### src/design/lru_bucket_hash_table_assert.svh
// Assertion macros used by the table's top module.
`ifndef LRU_BUCKET_HASH_TABLE_ASSERT_SVH
`define LRU_BUCKET_HASH_TABLE_ASSERT_SVH
`ifndef SYNTHESIS
`define LBHT_ASSERT(label, expr) \
    label: assert property (@(posedge clk) disable iff (!rst_n) (expr)) \
        else $error("lbht assertion failed");
`define LBHT_IMPLY_NEXT(label, cond, expr) \
    label: assert property (@(posedge clk) disable iff (!rst_n) (cond) |=> (expr)) \
        else $error("lbht assertion failed");
`else
`define LBHT_ASSERT(label, expr)
`define LBHT_IMPLY_NEXT(label, cond, expr)
`endif
`endif

### src/design/lbht_pkg.sv
// Types and constants of the set-associative table.
`timescale 1ns / 1ps
package lbht_pkg;
    localparam int NUM_SETS   = 256;
    localparam int WAYS       = 8;
    localparam int KEY_WIDTH  = 32;
    localparam int DATA_WIDTH = 32;
    localparam int SET_W      = (NUM_SETS > 1) ? $clog2(NUM_SETS) : 1;
    localparam int IDX_W      = (WAYS > 1) ? $clog2(WAYS) : 1;
    localparam int CNT_W      = $clog2(WAYS + 1);

    typedef struct packed {
        logic [KEY_WIDTH-1:0]  key;
        logic [DATA_WIDTH-1:0] data;
    } entry_t;

    typedef entry_t [WAYS-1:0] row_t;

    typedef enum logic [1:0] {
        CELL_HOLD,
        CELL_LOAD,
        CELL_FROM_LEFT,
        CELL_FROM_RIGHT
    } cell_op_t;

    typedef enum logic [1:0] {
        CMD_FIND,
        CMD_INSERT,
        CMD_REMOVE,
        CMD_REKEY
    } cmd_t;

    typedef enum logic [1:0] {
        STAT_OK,
        STAT_MISS,
        STAT_PRESENT,
        STAT_UNUSED
    } status_t;

    typedef enum logic [2:0] {
        ST_IDLE,
        ST_LOAD,
        ST_EXEC,
        ST_WRITE,
        ST_READ2,
        ST_DONE
    } state_t;

    typedef struct packed {
        logic             rd_en;
        logic [SET_W-1:0] rd_addr;
        logic             wr_en;
        logic [SET_W-1:0] wr_addr;
        logic [CNT_W-1:0] wr_cnt;
    } store_ctrl_t;
endpackage

### src/design/lbht_cell.sv
// One slot of the working set: holds an entry and compares its key.
`timescale 1ns / 1ps
module lbht_cell (
    input  logic                          clk,
    input  lbht_pkg::cell_op_t            op,
    input  lbht_pkg::entry_t              load_entry,
    input  lbht_pkg::entry_t              left_entry,
    input  lbht_pkg::entry_t              right_entry,
    input  logic [lbht_pkg::KEY_WIDTH-1:0] cmp_key,
    output lbht_pkg::entry_t              entry,
    output logic                          match
);
    import lbht_pkg::*;

    entry_t entry_reg;
    entry_t entry_next;

    always_comb
    begin
        case (op)
            CELL_LOAD:       entry_next = load_entry;
            CELL_FROM_LEFT:  entry_next = left_entry;
            CELL_FROM_RIGHT: entry_next = right_entry;
            default:         entry_next = entry_reg;
        endcase
    end

    always_ff @(posedge clk)
    begin
        entry_reg <= entry_next;
    end

    assign entry = entry_reg;
    assign match = (entry_reg.key == cmp_key);
endmodule

### config.mk
export PLATFORM = sky130hd
export DESIGN_NAME = lbht_cell
export DESIGN_NICKNAME = d
export VERILOG_FILES = /design/src/design/lru_bucket_hash_table_assert.svh /design/src/design/lbht_pkg.sv /design/src/design/lbht_cell.sv
export SDC_FILE = /design/constraint.sdc
export NUM_CORES = 1
export LEC_CHECK = 0
export ABC_AREA = 1
export BUFFER_PORTS_ARGS = -buffer_cell sky130_fd_sc_hd__buf_2
export CAP_MARGIN = 25
export CORE_AREA = 2 2 115 117
export DETAILED_ROUTE_END_ITERATION = 6
export DIE_AREA = 0 0 117 119
export PLACE_DENSITY_LB_ADDON = 0.12
export SYNTH_ARGS = -nofsm -noshare
export SYNTH_HDL_FRONTEND = slang
export SYNTH_SLANG_ARGS = --single-unit
### constraint.sdc
create_clock -name clk -period 1.8 [get_ports clk]
set_clock_uncertainty 0.05 [all_clocks]
set_input_delay 0.27 -clock clk [delete_from_list [all_inputs] [get_ports clk]]
set_output_delay 0.27 -clock clk [all_outputs]
set_load 0.02 [all_outputs]
-- Yosys cells after proc, flatten, opt, wreduce, memory -nomap -nowiden
Index checks and enable logic that the tools add are counted.
- equality and inequality tests: 4
- mux-type cells: 1
- reductions and logical operators: 1
- operator list (kind ; number):
    $pmux 64 s3 ; 1
    $eq 32x32->1 ; 1
    $eq 2x2->1 const B ; 2
    $reduce_bool 3->1 ; 1
    $eq 2x1->1 const B ; 1
- register bits after elaboration: 64
- bits of input ports: 227
- output and inout bits: 65
- word-level logic and storage cells: 8

-- Longest topological paths before layout
- depth in word-level cells: 2
- depth in mapped cells: 8

-- Worst setup path before layout
OpenSTA, ideal clock, no wires.
- kind: input -> register
- start point: input op[1]
- end point: register entry_reg (netlist bit entry[0]) (enable)
- library setup time: 0.394 ns
- arrival time: 1.274 ns
- required time: 1.356 ns
- slack: 0.082 ns
- cell stages on the path: 2
- buffers on the path: 1
- cell sequence: buf_2 -> or2_2
- cells in the longest elaborated chain, start to end: 2
- elaborated cells on any way between the ends: 4
- classes of those cells: eq/ne: 3; reduce/logical: 1
- ends and longest elaborated chain (item ; RTL line ; text):
    start, declared ; lbht_cell.sv:5 ; input lbht_pkg::cell_op_t op,
    $eq 2x2->1 or $eq 2x1->1 (tied branches) ; lbht_cell.sv:20 ; case (op)
    $reduce_bool 3->1 (no line) * ; n/a ;
    end signal, assigned ; lbht_cell.sv:30 ; entry_reg <= entry_next;
    end, declared ; lbht_cell.sv:15 ; entry_t entry_reg;
Mark *: on every way between the ends. The rest lies on a longest branch, timed or not.
A chain may end at the register's enable or synchronous reset.

-- Worst setup path in the final report
- start point: register entry_reg (netlist bit entry[37])
- end point: output match
- cells in the longest elaborated chain, start to end: 1
- ends and longest elaborated chain (item ; RTL line ; text):
    $eq 32x32->1 ; lbht_cell.sv:34 ; assign match = (entry_reg.key == cmp_key);
    end, declared ; lbht_cell.sv:11 ; output logic match
Every way passes these cells.

==> reports/qor.csv <==
stage,metric,value,unit
run_status,status,"complete, but fails checks",
run_status,failing checks,negative setup slack,
grt,largest net degree at the start of global routing,66,
route,Vias,4411,
placement,I/O Buffers,291,
worst_setup_path,crit path kind,flop to output port,
worst_setup_path,worst-path cell chain,"nor2_1, nor2_1, nor2_1, nand2_1, nor2_2, nand2_1, nor2_2, buf_4",
clock_tree,CTS H-tree lvls,3,
yosys,Netlist cell types,12,
worst_setup_path,CP Max Fanout,3,
grt,GRT Total Usage,18.3,%
worst_setup_path,delay of the slowest critical-path stage,0.41,ns
floorplan,die area,0.0139,sq mm
cells_and_area,area grow syn2layout,49.6,%
grt,first-pass GRT wire length,19500,microns
timing,fmax,542,MHz
power,power per cell area,799,mW/mm^2
yosys,post-synth net total,745,
yosys,post-synthesis cell area,0.00384,sq mm
route,DRT Pass-1 Iters,4,
yosys,Seq cells post-synth,64,
floorplan,initial core utilization,29.9,%
route,detailed-route vias per instance,4.49,
cells_and_area,most frequent cells in the layout,"290 x buf_2, 203 x nand2_1, 128 x nand3_1",
floorplan,Chip Height,119,microns
route,Remaining DRCs,0,
clock_tree,cts hold-fix bufs,0,
yosys,"Avg Cell Area, Syn",7.42,sq um
worst_setup_path,slowest CP cell,edfxtp_1,
power,Pwr Total,4.59,mW
grt,vias in the first global route,4219,
hold_path,Hold Path Class,input port to flop,
timing,Setup TNS Final,-0.0464,ns
floorplan,Die Span X,117,microns
route,Routed WL,12900,microns
floorplan,row count,42,
floorplan,Core ar.,0.0129,sq mm
yosys,sequential area share after synthesis,50.0,%
worst_setup_path,Most Frequent Cell on Critical Path,nor2_1,
route,met1 wire length,5020,microns
timing,Final WS setup,-0.0464,ns
worst_setup_path,Crit path arrival time,1.53,ns
route,DR WL/cell,13.1,microns
clock_tree,clk slew on worst S/H paths,0.05,ns
timing,Tightest Pin Transition,0.702,ns
power,leakage dissipation,3.10,nW
timing,Final setup viols,1,
flow_run,number of max-cap violations,0,
yosys,Mapped Cells,518,
timing,Final Max Tran Viols,0,
timing,minimum clock period,1.85,ns
cells_and_area,most common library cell in the layout ignoring fill and taps,buf_2,
timing,Rel. slew slack,53.2,%
worst_setup_path,Worst setup EP type,output port,
route,Antenna Nets Post-Route,0,
placement,dpl hpwl,10100,microns
worst_setup_path,CP Launch Type,flop,
clock_tree,Clock Path Buffers,2,
clock_tree,clk sinks,64,
route,routed wl met2,6390,microns
route,highest metal used,met4,
worst_setup_path,Top Family by Delay on Critical Path,simple AND/OR/NAND/NOR gates,
placement,Final GP Congestion,0.839,
clock_tree,TritonCTS clock tree,done,
timing,RSZ-0062 raised after global routing,yes,
clock_tree,total CTS buffers,9,
route,1st-iter DRT viols,165,
cells_and_area,Finished Core Util,44.7,%
power,VDD IR max,394,uV
worst_setup_path,required time worst endpoint,1.48,ns
yosys,Ys Warns,0,
grt,gr ovfl total,0,
floorplan,I/O pins,292,
timing,Final Hold Viols,0,
cells_and_area,Antenna Cells,0,
grt,initial antenna violation count,0,
timing,fin crit share,103,%
placement,Area after DPL,0.00546,sq mm
cells_and_area,layout cell share with drive strength beyond 1,39.3,%
cells_and_area,Fillers,1309,
route,WL met3,1120,microns
cells_and_area,Final #Nets,1028,
clock_tree,clock root cell,clkbuf_16,
cells_and_area,Final Cell Area,0.00575,sq mm
cells_and_area,max reg flops,64,
worst_setup_path,Critical path buffers and inverters,1,
## through the flow
step	hold WS [ns]	worst slack, ns	std cells
2_1_floorplan	0.410	0.0821	518
3_3_place_gp	0.499	-0.0857	964
3_5_place_dp	0.500	-0.149	964
4_1_cts	0.156	-0.0828	981
5_1_grt	0.174	-0.176	982
6_report	0.176	-0.0464	982
## area by class of cell
type / count / area, sq um / share of cell area (%)
inverter: 48 / 180 / 3.13
multi-input combinational: 379 / 1620 / 28.1
tap: 176 / 220 / 3.83
clock inverter: 5 / 23.8 / 0.413
timing repair buffer: 299 / 1560 / 27.1
sequential: 64 / 1920 / 33.4
clock buffer: 11 / 233 / 4.05
## synthesized netlist by cell type
library cell	instances	area share [%]
nor2_1	43	4.2
inv_2	1	0.098
nand2_1	203	20
xor2_1	3	0.68
buf_2	24	3.1
buf_4	1	0.20
nand3_1	128	17
clkbuf_1	2	0.20
inv_1	47	4.6
edfxtp_1	64	50
or2_2	1	0.16
nor2_4	1	0.29
## metal layers
layer	track usage [%]	vias to the layer above
met5	0	-
met4	8.09	0
met3	4.68	23
met2	32.2	208
met1	20.6	1931
li1	-	2249
## what timing repair did
action                                  4_1_cts  5_1_grt
gates resized for setup                       2        1
cloned                                        0        0
setup buffers                                 1        0
endpoints found under the setup margin        1        1
## final timing paths
| check | from | slack [ns] | end | depth (start not counted) |
|---|---|---|---|---|
| worst max-delay path | entry[37] | -0.05 | match | 8 |
| worst min-delay path | left_entry[31] | 0.18 | entry[31] | 3 |
## power breakdown
group / leakage (nW) / switching, mW / internal, mW / total (mW)
clock network: 0.130 / 0.588 / 0.916 / 1.50
registers: 0.660 / 0.0879 / 1.86 / 1.95
logic: 2.31 / 0.684 / 0.459 / 1.14
## logic make-up (layout without fill, tap and decap cells)
group                  after synthesis  in the layout  synth area share [%]
XOR/XNOR                             3              3                 0.683
flip-flops                          64             64                  50.0
buffers and inverters               75            363                  8.20
AND/OR/NAND/NOR                    376            376                  41.1
Note: power is estimated with default switching activity, not from simulation.
